## src/pmc_pkg.sv

```systemverilog
// Package for the port mapping client controller.
// Holds the beat payload types, the request and reply codes and the register defaults.
// No dependencies; every other file of the block refers to it by scoped names.
package pmc_pkg;

  // Request kinds carried by each result beat.
  typedef enum logic [1:0] {
    REQ_NONE       = 2'd0,
    REQ_GETIP      = 2'd1,
    REQ_NATPMP_MAP = 2'd2,
    REQ_PCP_MAP    = 2'd3
  } req_kind_e;

  // Poll operations. The spare code is handled as a plain poll.
  localparam logic [1:0] OP_POLL  = 2'd0;
  localparam logic [1:0] OP_REPLY = 2'd1;
  localparam logic [1:0] OP_ERROR = 2'd2;
  localparam logic [1:0] OP_SPARE = 2'd3;

  // Reply decoding.
  localparam logic [7:0]  VER_NATPMP       = 8'd0;
  localparam logic [7:0]  VER_PCP          = 8'd2;
  localparam logic [7:0]  OPC_GETIP_REPLY  = 8'h80;
  localparam logic [7:0]  OPC_MAP_REPLY    = 8'h81;
  localparam logic [15:0] CODE_SUCCESS     = 16'd0;
  localparam logic [15:0] CODE_UNSUPPORTED = 16'd1;

  // Configuration register indexes.
  localparam logic [1:0] CFG_GATEWAY_IP  = 2'd0;
  localparam logic [1:0] CFG_TARGET_PORT = 2'd1;
  localparam logic [1:0] CFG_FPS         = 2'd2;

  localparam int unsigned CfgDataWidth = 32;

  // Register reset values.
  localparam logic [31:0] GATEWAY_IP_RST  = 32'd0;
  localparam logic [15:0] TARGET_PORT_RST = 16'd9103;
  localparam logic [7:0]  FPS_RST         = 8'd60;

  typedef struct packed {
    logic [31:0] gateway_ip;
    logic [15:0] target_port;
    logic [7:0]  frames_per_second;
  } cfg_t;

  typedef struct packed {
    logic [1:0]  op;
    logic [31:0] source_ip;
    logic [7:0]  version;
    logic [7:0]  opcode;
    logic [15:0] result_code;
    logic [31:0] epoch_value;
    logic [30:0] lifetime;
    logic [31:0] assigned_ip;
    logic [15:0] assigned_port;
  } poll_t;

  typedef struct packed {
    logic [1:0]  request_kind;
    logic        last_result;
    logic        mapping_ok;
    logic        gave_up;
    logic [31:0] external_ip;
    logic [15:0] mapped_port;
    logic [31:0] server_epoch;
  } result_t;

  // Status shared by every beat of one poll.
  typedef struct packed {
    logic        mapping_ok;
    logic        gave_up;
    logic [31:0] external_ip;
    logic [15:0] mapped_port;
    logic [31:0] server_epoch;
  } status_t;

  // Everything one poll produces: up to three requests in send order.
  typedef struct packed {
    req_kind_e [2:0] reqs;
    logic [1:0]      cnt;
    status_t         status;
  } rec_t;

endpackage

```

## src/pmc_if.sv

```systemverilog
// Valid/ready channel interfaces of the port mapping client controller.
// Depends on pmc_pkg for the payload types.
interface pmc_poll_if;
  logic          valid;
  logic          ready;
  pmc_pkg::poll_t data;

  modport source (output valid, output data, input ready);
  modport sink   (input valid, input data, output ready);
endinterface

interface pmc_result_if;
  logic            valid;
  logic            ready;
  pmc_pkg::result_t data;

  modport source (output valid, output data, input ready);
  modport sink   (input valid, input data, output ready);
endinterface

```

## src/port_mapping_client_controller.sv

```systemverilog
// Top level of the port mapping client controller (PCP first, NAT-PMP fallback).
// Depends on pmc_pkg, the channel interfaces in pmc_if.sv and the pmc_poll module.
//
// Usage: one beat on poll_i is one poll, normally one per frame, optionally carrying
// a parsed gateway reply or a socket error. For every poll the block sends one to
// three beats on result_o, one per request to send (or a single status beat with
// request kind none); the last beat of a poll has last_result set, and every beat
// of a poll carries the status as it stands after that poll.
// Configuration: cfg_we_i writes cfg_wdata_i into the register chosen by cfg_idx_i
// (gateway address, target port, frames per second) at the same clock edge. Writes
// must be made only while no poll is in flight; the block itself does not enforce this.
// A poll beat accepted on poll_i is held in the input register, evaluated in one
// pass and the outcome captured in the result register, which then issues its
// beats one per cycle while the receiver is ready. Throughput is one poll per
// cycle while each poll yields a single beat and the receiver does not stall; a
// poll with several requests holds the result register until its last beat leaves.
// Reset: the client returns to not started, no mapping, epoch zero, and the
// registers to their defaults. When the receiver stalls, the result register holds
// its beat and the input register still takes one more poll before poll_i.ready
// drops.
module port_mapping_client_controller (
  input  logic                                clk_i,
  input  logic                                rst_ni,
  pmc_poll_if.sink                            poll_i,
  pmc_result_if.source                        result_o,
  input  logic                                cfg_we_i,
  input  logic [1:0]                          cfg_idx_i,
  input  logic [pmc_pkg::CfgDataWidth-1:0]    cfg_wdata_i
);

  // Configuration registers.
  pmc_pkg::cfg_t cfg_q;

  always_ff @(posedge clk_i or negedge rst_ni) begin
    if (!rst_ni) begin
      cfg_q.gateway_ip        <= pmc_pkg::GATEWAY_IP_RST;
      cfg_q.target_port       <= pmc_pkg::TARGET_PORT_RST;
      cfg_q.frames_per_second <= pmc_pkg::FPS_RST;
    end else if (cfg_we_i) begin
      unique case (cfg_idx_i)
        pmc_pkg::CFG_GATEWAY_IP:  cfg_q.gateway_ip        <= cfg_wdata_i[31:0];
        pmc_pkg::CFG_TARGET_PORT: cfg_q.target_port       <= cfg_wdata_i[15:0];
        pmc_pkg::CFG_FPS:         cfg_q.frames_per_second <= cfg_wdata_i[7:0];
        default: ;  // Unused index: the write is dropped.
      endcase
    end
  end

  // Input register: it still takes one poll while the result side is stalled.
  logic           in_vld_q;
  pmc_pkg::poll_t in_q;

  // Result register: the outcome of one poll and the index of the beat on show.
  logic           res_vld_q;
  pmc_pkg::rec_t  res_rec_q;
  logic [1:0]     res_idx_q;

  pmc_pkg::rec_t  rec_d;
  logic           res_last;
  logic           res_free;
  logic           xfer;

  assign res_last = (res_idx_q == res_rec_q.cnt - 2'd1);
  // The result register is free when empty or when its last beat leaves now.
  assign res_free = !res_vld_q || (result_o.ready && res_last);
  // The poll in the input register is evaluated and the client state advanced.
  assign xfer     = in_vld_q && res_free;

  assign poll_i.ready = !in_vld_q || xfer;

  always_ff @(posedge clk_i or negedge rst_ni) begin
    if (!rst_ni) begin
      in_vld_q <= 1'b0;
    end else if (poll_i.ready) begin
      in_vld_q <= poll_i.valid;
    end
  end

  always_ff @(posedge clk_i) begin
    if (poll_i.ready && poll_i.valid) begin
      in_q <= poll_i.data;
    end
  end

  pmc_poll u_poll (
    .clk_i  (clk_i),
    .rst_ni (rst_ni),
    .fire_i (xfer),
    .poll_i (in_q),
    .cfg_i  (cfg_q),
    .rec_o  (rec_d)
  );

  always_ff @(posedge clk_i or negedge rst_ni) begin
    if (!rst_ni) begin
      res_vld_q <= 1'b0;
      res_idx_q <= 2'd0;
    end else if (xfer) begin
      res_vld_q <= 1'b1;
      res_idx_q <= 2'd0;
    end else if (res_vld_q && result_o.ready) begin
      if (res_last) begin
        res_vld_q <= 1'b0;
        res_idx_q <= 2'd0;
      end else begin
        res_idx_q <= res_idx_q + 2'd1;
      end
    end
  end

  always_ff @(posedge clk_i) begin
    if (xfer) begin
      res_rec_q <= rec_d;
    end
  end

  assign result_o.valid              = res_vld_q;
  assign result_o.data.request_kind  = res_rec_q.reqs[res_idx_q];
  assign result_o.data.last_result   = res_last;
  assign result_o.data.mapping_ok    = res_rec_q.status.mapping_ok;
  assign result_o.data.gave_up       = res_rec_q.status.gave_up;
  assign result_o.data.external_ip   = res_rec_q.status.external_ip;
  assign result_o.data.mapped_port   = res_rec_q.status.mapped_port;
  assign result_o.data.server_epoch  = res_rec_q.status.server_epoch;

  // The beat index never runs past the number of requests of the poll.
  a_idx_range : assert property (@(posedge clk_i) disable iff (!rst_ni)
    res_vld_q |-> (res_idx_q < res_rec_q.cnt))
    else $error("result beat index out of range");

  // An evaluated poll always starts on its first beat.
  a_xfer_first : assert property (@(posedge clk_i) disable iff (!rst_ni)
    xfer |=> (res_vld_q && res_idx_q == 2'd0))
    else $error("evaluated poll not presented from its first beat");

  // A poll waiting in the input register is never dropped.
  a_in_hold : assert property (@(posedge clk_i) disable iff (!rst_ni)
    (in_vld_q && !xfer) |=> in_vld_q)
    else $error("pending poll lost");

endmodule

```

## src/pmc_poll.sv

```systemverilog
// Client state and the single-pass poll logic of the port mapping client controller.
// Depends on pmc_pkg; instantiated by port_mapping_client_controller.
module pmc_poll (
  input  logic           clk_i,
  input  logic           rst_ni,
  input  logic           fire_i,
  input  pmc_pkg::poll_t poll_i,
  input  pmc_pkg::cfg_t  cfg_i,
  output pmc_pkg::rec_t  rec_o
);

  logic        started_q, started_d;
  logic        dead_q, dead_d;
  logic        pcp_rej_q, pcp_rej_d;
  logic        nat_rej_q, nat_rej_d;
  logic [7:0]  frame_q, frame_d;
  logic [31:0] epoch_q, epoch_d;
  // The expiry countdown is either absent (no mapping) or a 31-bit count.
  logic        exp_none_q, exp_none_d;
  logic [30:0] exp_cnt_q, exp_cnt_d;
  logic        granted_q, granted_d;
  logic [31:0] addr_q, addr_d;
  logic [15:0] port_q, port_d;

  always_comb begin
    logic                  start_req;
    logic                  mid_req_v;
    pmc_pkg::req_kind_e    mid_req;
    logic                  renew;
    logic                  check_renew;
    logic [1:0]            k;

    started_d   = started_q;
    dead_d      = dead_q;
    pcp_rej_d   = pcp_rej_q;
    nat_rej_d   = nat_rej_q;
    frame_d     = frame_q;
    epoch_d     = epoch_q;
    exp_none_d  = exp_none_q;
    exp_cnt_d   = exp_cnt_q;
    granted_d   = granted_q;
    addr_d      = addr_q;
    port_d      = port_q;
    start_req   = 1'b0;
    mid_req_v   = 1'b0;
    mid_req     = pmc_pkg::REQ_NONE;
    renew       = 1'b0;
    check_renew = 1'b1;

    // A second passes once the frame count reaches the configured period.
    if (frame_q >= cfg_i.frames_per_second) begin
      epoch_d = epoch_q + 32'd1;
      if (!exp_none_q && exp_cnt_q != 31'd0) begin
        exp_cnt_d = exp_cnt_q - 31'd1;
      end
      frame_d = 8'd0;
    end else begin
      frame_d = frame_q + 8'd1;
    end

    if (!dead_q) begin
      if (!started_q) begin
        started_d = 1'b1;
        start_req = 1'b1;
      end

      if (poll_i.op == pmc_pkg::OP_REPLY) begin
        priority if (poll_i.source_ip != cfg_i.gateway_ip) begin
          check_renew = 1'b0;
        end else if (poll_i.result_code == pmc_pkg::CODE_UNSUPPORTED) begin
          check_renew = 1'b0;
          if (!pcp_rej_q) begin
            pcp_rej_d = 1'b1;
            mid_req_v = 1'b1;
            mid_req   = pmc_pkg::REQ_GETIP;
          end else begin
            nat_rej_d = 1'b1;
          end
        end else if (poll_i.result_code == pmc_pkg::CODE_SUCCESS &&
                     poll_i.version == pmc_pkg::VER_NATPMP &&
                     poll_i.opcode == pmc_pkg::OPC_GETIP_REPLY) begin
          epoch_d   = poll_i.epoch_value;
          addr_d    = poll_i.assigned_ip;
          mid_req_v = 1'b1;
          mid_req   = pmc_pkg::REQ_NATPMP_MAP;
        end else if (poll_i.result_code == pmc_pkg::CODE_SUCCESS &&
                     poll_i.opcode == pmc_pkg::OPC_MAP_REPLY &&
                     (poll_i.version == pmc_pkg::VER_NATPMP ||
                      poll_i.version == pmc_pkg::VER_PCP)) begin
          epoch_d    = poll_i.epoch_value;
          exp_none_d = 1'b0;
          exp_cnt_d  = poll_i.lifetime;
          port_d     = poll_i.assigned_port;
          if (poll_i.assigned_port == cfg_i.target_port) begin
            granted_d = 1'b1;
          end
          if (poll_i.version == pmc_pkg::VER_PCP) begin
            addr_d = poll_i.assigned_ip;
          end
        end else begin
          // Any other reply leaves the state alone.
        end
      end else if (poll_i.op == pmc_pkg::OP_ERROR) begin
        dead_d = 1'b1;
      end

      // Ask again for the mapping when its lifetime has run out.
      if (check_renew && !dead_d && !exp_none_d && exp_cnt_d == 31'd0) begin
        exp_none_d = 1'b1;
        renew      = 1'b1;
      end
    end

    // Pack the requests in send order; a silent poll still yields one beat.
    rec_o.reqs = {3{pmc_pkg::REQ_NONE}};
    k = 2'd0;
    if (start_req) begin
      rec_o.reqs[k] = pmc_pkg::REQ_PCP_MAP;
      k = k + 2'd1;
    end
    if (mid_req_v) begin
      rec_o.reqs[k] = mid_req;
      k = k + 2'd1;
    end
    if (renew) begin
      rec_o.reqs[k] = pcp_rej_d ? pmc_pkg::REQ_NATPMP_MAP : pmc_pkg::REQ_PCP_MAP;
      k = k + 2'd1;
    end
    rec_o.cnt = (k == 2'd0) ? 2'd1 : k;

    rec_o.status.mapping_ok   = granted_d;
    rec_o.status.gave_up      = nat_rej_d;
    rec_o.status.external_ip  = addr_d;
    rec_o.status.mapped_port  = port_d;
    rec_o.status.server_epoch = epoch_d;
  end

  always_ff @(posedge clk_i or negedge rst_ni) begin
    if (!rst_ni) begin
      started_q  <= 1'b0;
      dead_q     <= 1'b0;
      pcp_rej_q  <= 1'b0;
      nat_rej_q  <= 1'b0;
      frame_q    <= 8'd0;
      epoch_q    <= 32'd0;
      exp_none_q <= 1'b1;
      exp_cnt_q  <= 31'd0;
      granted_q  <= 1'b0;
      addr_q     <= 32'd0;
      port_q     <= 16'd0;
    end else if (fire_i) begin
      started_q  <= started_d;
      dead_q     <= dead_d;
      pcp_rej_q  <= pcp_rej_d;
      nat_rej_q  <= nat_rej_d;
      frame_q    <= frame_d;
      epoch_q    <= epoch_d;
      exp_none_q <= exp_none_d;
      exp_cnt_q  <= exp_cnt_d;
      granted_q  <= granted_d;
      addr_q     <= addr_d;
      port_q     <= port_d;
    end
  end

  // Once the socket is gone it stays gone.
  a_dead_sticky : assert property (@(posedge clk_i) disable iff (!rst_ni)
    dead_q |=> dead_q)
    else $error("link dead flag cleared");

  // NAT-PMP rejection can only follow a PCP rejection.
  a_reject_order : assert property (@(posedge clk_i) disable iff (!rst_ni)
    nat_rej_q |-> pcp_rej_q)
    else $error("NAT-PMP rejected before PCP");

  // A dead link sends no request at all.
  a_dead_quiet : assert property (@(posedge clk_i) disable iff (!rst_ni)
    dead_q |-> (rec_o.cnt == 2'd1 && rec_o.reqs[0] == pmc_pkg::REQ_NONE))
    else $error("request issued on a dead link");

endmodule

```

## src/flat_wrapper.sv

```systemverilog
// flat-port wrapper written by rule: the top's interface ports become plain ports
module port_mapping_client_controller_flat 
  (clk_i, rst_ni, cfg_we_i, cfg_idx_i, cfg_wdata_i, poll_i_valid, poll_i_data, poll_i_ready, result_o_valid, result_o_data, result_o_ready);
  pmc_poll_if poll_i_i ();
  pmc_result_if result_o_i ();
  input  logic clk_i;
  input  logic rst_ni;
  input  logic cfg_we_i;
  input  logic [1:0] cfg_idx_i;
  input  logic [pmc_pkg::CfgDataWidth-1:0] cfg_wdata_i;
  input wire logic [$bits(poll_i_i.valid)-1:0] poll_i_valid;
  input wire logic [$bits(poll_i_i.data)-1:0] poll_i_data;
  output wire logic [$bits(poll_i_i.ready)-1:0] poll_i_ready;
  output wire logic [$bits(result_o_i.valid)-1:0] result_o_valid;
  output wire logic [$bits(result_o_i.data)-1:0] result_o_data;
  input wire logic [$bits(result_o_i.ready)-1:0] result_o_ready;
  assign poll_i_i.valid = poll_i_valid;
  assign poll_i_i.data = poll_i_data;
  assign poll_i_ready = poll_i_i.ready;
  assign result_o_valid = result_o_i.valid;
  assign result_o_data = result_o_i.data;
  assign result_o_i.ready = result_o_ready;
  port_mapping_client_controller u_core (.clk_i(clk_i), .rst_ni(rst_ni), .poll_i(poll_i_i), .result_o(result_o_i), .cfg_we_i(cfg_we_i), .cfg_idx_i(cfg_idx_i), .cfg_wdata_i(cfg_wdata_i));
endmodule
```

## config.mk

```make
export PLATFORM = sky130hd
export DESIGN_NAME = port_mapping_client_controller_flat
export DESIGN_NICKNAME = d
export VERILOG_FILES = /design/src/pmc_pkg.sv /design/src/pmc_if.sv /design/src/port_mapping_client_controller.sv /design/src/pmc_poll.sv /design/src/flat_wrapper.sv
export SDC_FILE = /design/constraint.sdc
export NUM_CORES = 1
export LEC_CHECK = 0
export ABC_AREA = 1
export BUFFER_PORTS_ARGS = -buffer_cell sky130_fd_sc_hd__buf_2
export CAP_MARGIN = 20
export CORE_ASPECT_RATIO = 2
export CORE_MARGIN = 2
export CORE_UTILIZATION = 62
export CTS_BUF_LIST = sky130_fd_sc_hd__clkbuf_16
export DETAILED_ROUTE_END_ITERATION = 8
export PLACE_DENSITY = 0.95
export SYNTH_ARGS = -nofsm -noshare
export SYNTH_HDL_FRONTEND = slang
export SYNTH_SLANG_ARGS = --single-unit
```

## constraint.sdc

```tcl
create_clock -name clk_i -period 12.8 [get_ports clk_i]
set_input_delay 2.56 -clock clk_i [delete_from_list [all_inputs] [get_ports clk_i]]
set_output_delay 2.56 -clock clk_i [all_outputs]
set_load 0.02 [all_outputs]
```

==> impl_summary.txt, run 1 <==
----------------------------------------------------
[Run status]
  Status ... finished clean

[CTS]
  Clk Latency, worst-skew pair ... 0.55 ns
  Number of buffers added to fix hold violations after cts ... 0
  Count of cells resized by post-cts repair ... 0
  Total clock buffers created by CTS ... 39
  Number of sinks on the clock net ... 452
  Clock tree from TritonCTS ... built
  CTS H-tree depth ... 2
  Maximum count of clock buffers along a single path ... 3
  Setup bufs post-CTS ... 0
  Clock transition at the register clock pins on the worst setup and hold paths after CTS ... ~0.060 ns
  Buffer cell driving the clock tree root ... sky130_fd_sc_hd__clkbuf_16

[Synthesis]
  Simple-gate area share of the yosys netlist ... 0.205
  Ys Warns ... 0
  Fraction of synthesized cell area taken by the top area cell type ... 0.371
  Combinational family with the most area after synthesis ... simple AND/OR/NAND/NOR gates
  Synth area leader ... sky130_fd_sc_hd__edfxtp_1
  Synthesized instance count ... between 2000 and 2500
  Number of unique standard cell types used by synthesis ... 54
  Parity-gate share of the synthesized area counting xor and xnor cells ... 0.0276
  Number of enable-type register cells in the synthesized netlist ... 267
  Mean post-synth cell area ... about 9.4 sq um
  Synth area leaders ... sky130_fd_sc_hd__edfxtp_1 (37%), sky130_fd_sc_hd__dfrtp_1 (20%), sky130_fd_sc_hd__nand2_1 (11%)
  Adder-cell share of the synthesized area ... 0.00869
  Syn nets ... 2521
  Post-Syn Area ... 21600 sq um
  Most used DFF post-synth ... sky130_fd_sc_hd__edfxtp_1
  Fraction of the yosys area taken by sequential cells ... 0.587
  Share of synthesized area spent on multiplexers ... 0.0141
  Synth Area in Compound Gates ... 0.0662
  Register bit total from synthesis ... 452
  Async SR Flop Fraction ... 0.409

[Setup path]
  Max FO, Critical Path ... 3
  Critical path class ... in -> out
  Number of cells on the worst reg-to-reg path ... 14
  Setup slack, reg-to-reg ... 8.49 ns
  WP data required ... 10.24 ns
  R2R Path End ... u_core.res_rec_q[83]
  CP Capture Type ... output port
  Reg2reg start ... u_core.in_q[116]
  Critical path arrival ... 3.28 ns
  Crit path launch type ... input port

[Min path]
  Kind of path behind the tightest hold check ... reg -> reg
  Hold Path Sink ... u_core.u_poll.nat_rej_q
  Hold Startpoint ... u_core.u_poll.nat_rej_q
  Worst hold path depth ... 2

[GRT]
  Pin count of the biggest net entering global routing ... between 150 and 200
  Number of global-route vias before repair ... 17200
  GRT Overall Usage ... 0.291
  Global-route wire length before repair ... slightly above 80000 um
  Initial antenna violation count ... 5
  Remaining global-route overflow ... 0

[Timing]
  Final slew viol count ... 0
  Least-Margin Pin Slew ... 1.06 ns
  Ratio of final minimum period to clock period ... 0.456
  Skew final ... 0.0226 ns
  Post-layout minimum cycle time ... 5.84 ns
  Post-layout worst setup margin ... 6.96 ns
  Final setup violation count ... 0
  Max-slew headroom at the worst pin ... 0.294
  Setup total negative slack ... 0 ns
  Hold violation total from the final report ... 0
  Peak clock frequency supported by timing ... 171 MHz
  RSZ-0062 raised after global routing ... no

[Pwr]
  Share of power burned in the clock network ... 0.256
  Switching power as a share of total power ... 0.345
  Power after layout ... 4.47 mW
  Combinational cell fraction of total power ... 0.256
  Leakage dissipation ... 11.3 nW
  Internal power summed over all cells ... 2.92 mW
  Sequential share of power ... 0.488
  Peak supply drop ... around 160 uV
  Switching component of the power ... 1.54 mW
  Areal power density over the cells ... 186 nW/um^2

[Final layout]
  Post-route core utilization ... 0.701
  Fillers ... around 2300
  Fraction of layout instances using a drive strength above 1 ... 0.187
  Nets ... 2718
  Layout overhead on the synthesized area ... 11.5%
  Post-route standard cell area excluding fillers ... 24100 sq um

[Placed design]
  Final RePlAce weighted congestion ... 0.914
  Placed inst area ... 22800 sq um
  Buffers added on ports ... 302
  DP Worst Slack ... 6.98 ns
  Detailed Place HPWL ... about 37000 um

[Detailed routing]
  Initial drt markers ... ~1300
  Total via count in the routed design ... between 15000 and 20000
  Antenna Violating Nets Remaining ... 0
  1st-pass router iterations ... 6
  Overall routed net length ... 53100 um
  Post-route DRC ... 0
  Routed length per instance ... ~18 um
  Mean number of vias per cell ... 5.68

[Floorplanning]
  Core region area ... 34400 sq um
  Die extent in y ... around 270 um
  Site Rows ... 96
  Io pins ... 303
  Horiz. Die Dim ... roughly 140 um
  Die ar. ... 36400 sq um
  Initial cell density of the core ... 0.628

[Job]
  Max-cap check violation count ... 0

----------------------------------------------------
## per-layer routing
layer	GRT usage	vias up	part of all wire
met3	0.0447	251	0.057
li1	-	7780	-
met2	0.524	837	0.53
met1	0.302	7962	0.34
met5	0	-	0
met4	0.213	0	0.076
## Yosys cell counts, drive strengths merged, types with 3 or more instances
library cell	number
nand2	620
inv	273
edfxtp	267
nor2	207
o21ai	205
dfrtp	172
nand3	113
buf	109
clkbuf	48
xnor2	35
xor2	33
nand4	29
mux2	27
o22ai	26
nor3	20
a21oi	15
ha	15
dfstp	13
or2	13
nor4	8
nand3b	7
o211ai	6
nor3b	5
o21a	3
o31ai	3
## power by group through the flow
stage               Clock, mW  Sequential, mW  Combinational [mW]
detailed placement          0            2.20                1.13
CTS                      1.16            2.18                1.14
global placement            0            2.18                1.08
floorplan                   0            2.18               0.919
finish                   1.14            2.18                1.14
global route             1.21            2.21                1.26
## area by class of cell
type,instances,area (sq um),share of cell area
well taps,441,552,0.0229
flip-flops and latches,452,12700,0.526
diodes,6,15.0,0.000624
clock buffers,39,976,0.0406
clock inverters,31,233,0.00967
inverters,275,1040,0.0432
repair buffers,313,1640,0.0680
multi-input cells,1406,6950,0.289
## flip-flops by register name (all words and copies together), names as in the netlist
register and count:
u_core.res_rec_q 8, u_core.u_poll.exp_cnt_q 31, u_core.u_poll.dead_q 1, u_core.u_poll.started_q 1
u_core.u_poll.frame_q 8, u_core.u_poll.pcp_rej_q 1, u_core.in_vld_q 1, u_core.result_o.data 82
u_core.in_q 177, u_core.u_poll.granted_q 1, u_core.result_o.valid 1, u_core.u_poll.nat_rej_q 1
u_core.u_poll.exp_none_q 1, u_core.u_poll.addr_q 32, u_core.u_poll.epoch_q 32, u_core.cfg_q 56
u_core.u_poll.port_q 16, u_core.res_idx_q 2
## how the worst max path moves through the flow
| stage | endpoint | cells past startpoint | slack, ns | from |
|---|---|---|---|---|
| after floorplan | u_core.in_q[0] | 6 | 5.71 | result_o_ready |
| after global placement | poll_i_ready | 6 | 6.99 | result_o_ready |
| after detailed placement | poll_i_ready | 6 | 6.98 | result_o_ready |
| after CTS | poll_i_ready | 6 | 6.98 | result_o_ready |
| after global routing | poll_i_ready | 6 | 6.85 | result_o_ready |
| final | poll_i_ready | 6 | 6.96 | result_o_ready |
## cells in the final DEF, fill, tap and decap left out, types with 4 or more instances in the layout
master and count:
sky130_fd_sc_hd__a21oi_1 15, sky130_fd_sc_hd__ha_1 15, sky130_fd_sc_hd__xor2_1 33, sky130_fd_sc_hd__nand2_2 7, sky130_fd_sc_hd__o211ai_1 6, sky130_fd_sc_hd__nor2_4 8, sky130_fd_sc_hd__edfxtp_1 267, sky130_fd_sc_hd__diode_2 6
sky130_fd_sc_hd__o21ai_1 23, sky130_fd_sc_hd__nand3b_1 7, sky130_fd_sc_hd__dfrtp_1 172, sky130_fd_sc_hd__nor3b_1 4, sky130_fd_sc_hd__mux2_2 27, sky130_fd_sc_hd__o21ai_0 181, sky130_fd_sc_hd__nor2_2 18, sky130_fd_sc_hd__o22ai_1 26
sky130_fd_sc_hd__xnor2_1 35, sky130_fd_sc_hd__nor2_1 180, sky130_fd_sc_hd__dfstp_2 13, sky130_fd_sc_hd__nor3_1 19, sky130_fd_sc_hd__nand3_1 110, sky130_fd_sc_hd__inv_6 4, sky130_fd_sc_hd__clkbuf_16 39, sky130_fd_sc_hd__nand2_1 612
sky130_fd_sc_hd__nor4_1 7, sky130_fd_sc_hd__nand4_1 26, sky130_fd_sc_hd__buf_4 8, sky130_fd_sc_hd__buf_2 301, sky130_fd_sc_hd__clkinv_1 9, sky130_fd_sc_hd__inv_1 276, sky130_fd_sc_hd__or2_2 13, sky130_fd_sc_hd__clkinvlp_4 5
## per-stage QoR
step / hold slack (ns) / instances
3_5_place_dp: 0.457 / 2885
3_3_place_gp: 0.434 / 2885
4_1_cts: 0.473 / 2955
2_1_floorplan: 0.421 / 2290
6_report: 0.466 / 2963
5_1_grt: 0.504 / 2962
## critical path, stage by stage
cell                      delay [ns]
sky130_fd_sc_hd__buf_2          0.08
sky130_fd_sc_hd__inv_1          0.04
sky130_fd_sc_hd__o21ai_1        0.20
sky130_fd_sc_hd__inv_1          0.12
sky130_fd_sc_hd__nand2_1        0.10
sky130_fd_sc_hd__buf_2          0.17
## cells by family (layout without fill, tap and decap cells)
group | count (synthesis) | in the layout
other | 0 | 6
adders and majority gates | 15 | 15
and+or+nand+nor | 1030 | 1030
DFF | 452 | 452
xor gates and xnor gates | 68 | 68
muxes | 27 | 27
buffers and inverters | 432 | 658
AOI/OAI and AO/OA | 266 | 266
Power figures use the tool's default switching activity.
==> run 2: changes to the inputs <==
--- a/config.mk
+++ b/config.mk
@@ -10,10 +10,10 @@
 export CAP_MARGIN = 20
 export CORE_ASPECT_RATIO = 2
 export CORE_MARGIN = 2
-export CORE_UTILIZATION = 62
+export CORE_UTILIZATION = 58
 export CTS_BUF_LIST = sky130_fd_sc_hd__clkbuf_16
 export DETAILED_ROUTE_END_ITERATION = 8
-export PLACE_DENSITY = 0.95
+export PLACE_DENSITY = 0.92
 export SYNTH_ARGS = -nofsm -noshare
 export SYNTH_HDL_FRONTEND = slang
 export SYNTH_SLANG_ARGS = --single-unit
==> constraint.sdc (replaced) <==
create_clock -name clk_i -period 5.8 [get_ports clk_i]
set_input_delay 1.16 -clock clk_i [delete_from_list [all_inputs] [get_ports clk_i]]
set_output_delay 1.16 -clock clk_i [all_outputs]
set_load 0.02 [all_outputs]
==> run 2 against run 1 <==
Combinational power increased by 120%. Largest power group unchanged. Global-route usage decreased by 3.7 points. Count of clock-buffer cells in the layout increased by 2. Die area increased by 6.7%. Critical path depth increased by 13. First-iteration DRC count increased by 21%. Cell count increased by 0.71%. Register-to-register slack got worse by 6.9 ns. Clock skew increased by 0.012 ns. Flip-flop and latch count unchanged. Wire length decreased by 6.9%. Hold slack got worse by 0.0052 ns.
==> impl_summary.txt, run 2 (synthesis gave the netlist of run 1 again) <==
----------------------------------------------------
[Run status]
  Status ... finished clean

[Final layout]
  Layout overhead on the synthesized area ... 11.7%
  Commonest cells after routing, fill and taps aside ... sky130_fd_sc_hd__nand2_1 (612), sky130_fd_sc_hd__buf_2 (301), sky130_fd_sc_hd__inv_1 (274)
  Post-route standard cell area excluding fillers ... 24100 sq um (+0.19%)
  Fillers ... 2756 (+18%)
  Register containing the most flip-flops in the final layout ... u_core.in_q
  Nets ... 2719 (+0.037%)
  Fraction of layout instances using a drive strength above 1 ... 0.189 (+0.00176)
  Leading cell type in the layout, fill and taps excluded ... sky130_fd_sc_hd__nand2_1
  Flip-flop count of the largest register after layout ... 177 (unchanged)
  Multi-input combinational cell area ... 6950 sq um (unchanged)
  Register area ... 12700 sq um (unchanged)
  Post-route core utilization ... 0.653 (-0.0473)

[Detailed routing]
  Total via count in the routed design ... 16400 (-2.8%)
  Antenna Violating Nets Remaining ... 0 (unchanged)
  1st-pass router iterations ... 6 (unchanged)
  Overall routed net length ... 49400 um (-6.9%)
  Initial drt markers ... 1634 (+21%)
  Routed length per instance ... 16.6 um (-7.5%)
  Post-route DRC ... 0 (unchanged)
  Mean number of vias per cell ... 5.48 (-3.5%)

[Setup path]
  CP max stage delay ... 0.73 ns (+0.53 ns)
  Crit path launch type ... register
  Crit-path slowest cell ... sky130_fd_sc_hd__nand2_2
  WP data required ... 6.10 ns (-4.14 ns)
  Max FO, Critical Path ... 51 (+48)
  Cell-by-cell listing of the critical path ... inv_1, ha_1, nand2_1, nor2_1, nor2_1, nand2_1, nand2_1, nand2_2, inv_2, nor2_4, nand3_1, nand3_1, nand2_1, nor2_1, nand2_1, nor2_2, nand3_2, nor2_4, o21ai_1
  Crit-path most repeated cell ... sky130_fd_sc_hd__nand2_1
  Critical path class ... reg -> reg
  Critical path arrival ... 4.51 ns (+1.23 ns)
  CP Capture Type ... register

[Timing]
  Hold violation total from the final report ... 0 (unchanged)
  Final slew viol count ... 0 (unchanged)
  Post-layout minimum cycle time ... 4.21 ns
  RSZ-0062 raised after global routing ... no
  Max-slew headroom at the worst pin ... 0.317 (+0.0229)
  Skew final ... 0.0343 ns (+0.0117 ns)
  Setup total negative slack ... 0 ns (unchanged)
  Least-Margin Pin Slew ... 1.02 ns (-0.0380 ns)
  Ratio of final minimum period to clock period ... 0.725
  Final setup violation count ... 0 (unchanged)
  Peak clock frequency supported by timing ... 238 MHz

[Placed design]
  Placed inst area ... 22900 sq um (+0.22%)
  Buffers added on ports ... 302 (unchanged)
  Final RePlAce weighted congestion ... 0.945 (+3.4%)
  Detailed Place HPWL ... 33500 um (-8.4%)

[Floorplanning]
  Initial cell density of the core ... 0.585 (-0.0435)
  Site Rows ... 100 (+4.2%)
  Die extent in y ... 277 um (+3.3%)
  Io pins ... 303 (unchanged)
  Die ar. ... 38900 sq um (+6.7%)
  Core region area ... 36900 sq um (+7.4%)
  Horiz. Die Dim ... 140 um (+3.3%)

[Pwr]
  Combinational cell fraction of total power ... 0.252 (-0.004)
  Switching component of the power ... 3.40 mW (+120%)
  Share of power burned in the clock network ... 0.260 (+0.004)
  Switching power as a share of total power ... 0.344 (-0.000923)
  Sequential share of power ... 0.488 (about the same)
  Internal power summed over all cells ... 6.47 mW (+120%)
  Power after layout ... 9.86 mW (+120%)
  Peak supply drop ... 585 uV (+270%)
  Areal power density over the cells ... 409 nW/um^2 (+120%)
  Leakage dissipation ... 11.3 nW (about the same)

[CTS]
  Number of buffers added to fix hold violations after cts ... 0 (unchanged)
  CTS H-tree depth ... 2 (unchanged)
  Count of cells resized by post-cts repair ... 0 (unchanged)
  Clock tree from TritonCTS ... built
  Maximum count of clock buffers along a single path ... 3 (unchanged)
  Buffer cell driving the clock tree root ... sky130_fd_sc_hd__clkbuf_16
  Number of sinks on the clock net ... 452 (unchanged)
  Setup bufs post-CTS ... 0 (unchanged)
  Clock transition at the register clock pins on the worst setup and hold paths after CTS ... 0.07 ns (about the same)
  Clk Latency, worst-skew pair ... 0.56 ns (about the same)
  Total clock buffers created by CTS ... 40 (+2.6%)

[GRT]
  Remaining global-route overflow ... 0 (unchanged)
  Pin count of the biggest net entering global routing ... 185 (+0.54%)
  Initial antenna violation count ... 11 (+6)
  GRT Overall Usage ... 0.254 (-0.0373)
  Number of global-route vias before repair ... 15900 (-7.0%)
  Global-route wire length before repair ... 79500 um (-3.9%)

[Job]
  Max-cap check violation count ... 0 (unchanged)

[Min path]
  Kind of path behind the tightest hold check ... reg -> reg

----------------------------------------------------
-- run 2: changes by cell type in the layout (fill, tap and decap cells not counted), sizes merged --
| cell | previous run | this run |
|---|---|---|
| bufinv | 2 | 1 |
| clkbuf | 40 | 42 |
| clkinv | 14 | 15 |
| clkinvlp | 5 | 7 |
| inv | 285 | 284 |
-- run 2: worst paths after layout --
check | depth (start not counted) | start | slack (ns) | to
setup / recovery | 19 | u_core.cfg_q[3] | 1.59 | u_core.res_rec_q[84]
hold / removal | 2 | u_core.u_poll.nat_rej_q | 0.46 | u_core.u_poll.nat_rej_q
setup reg to reg | 19 | u_core.cfg_q[3] | 1.59 | u_core.res_rec_q[84]
max in group asynchronous | 2 | rst_ni | 4.10 | u_core.u_poll.addr_q[4]
min in group asynchronous | 1 | rst_ni | 0.58 | u_core.u_poll.port_q[13]
hold reg to reg | 2 | u_core.u_poll.nat_rej_q | 0.46 | u_core.u_poll.nat_rej_q
-- run 2: routing by layer --
| layer | global-route usage | wire length [um] | part of all wire | vias to the layer above |
|---|---|---|---|---|
| li1 | - | - | - | 7779 |
| met1 | 0.330 | 19100 | 0.39 | 7616 |
| met2 | 0.423 | 24100 | 0.49 | 813 |
| met3 | 0.0501 | 4360 | 0.088 | 146 |
| met4 | 0.0956 | 1860 | 0.038 | 10 |
| met5 | 0 | 66 | 0.0013 | - |
-- run 2: power by group through the flow --
stage | Combinational (mW) | Sequential [mW] | Clock, mW
after CTS | 2.49 | 4.81 | 2.61
after floorplan | 2.03 | 4.81 | 0
after detailed placement | 2.47 | 4.86 | 0
after global routing | 2.76 | 4.88 | 2.72
after global placement | 2.39 | 4.82 | 0
final | 2.49 | 4.81 | 2.56
-- run 2: area by class of cell --
| type | instances | area share |
|---|---|---|
| well taps | 459 | 0.0238 |
| diodes | 6 | 0.000623 |
| flip-flops and latches | 452 | 0.525 |
| inverters | 275 | 0.0431 |
| clock buffers | 41 | 0.0426 |
| multi-input cells | 1406 | 0.288 |
| clock inverters | 32 | 0.00887 |
| repair buffers | 313 | 0.0675 |
-- run 2: worst max-delay path: cells and delay by family, from the launching register on --
kind | cells | cell delay (ns)
AOI/OAI and AO/OA | 1 | 0.08
buffers and inverters | 2 | 0.34
adders and majority gates | 1 | 0.28
and+or+nand+nor | 15 | 2.71
DFF | 1 | 0.53
-- run 2: per-stage QoR --
step | worst slack, ns | instances | hold WS, ns
3_5_place_dp | 1.69 | 2905 | 0.439
3_3_place_gp | 1.87 | 2905 | 0.438
2_1_floorplan | 0.111 | 2290 | 0.421
6_report | 1.59 | 2984 | 0.461
5_1_grt | 1.33 | 2983 | 0.506
4_1_cts | 1.66 | 2978 | 0.455
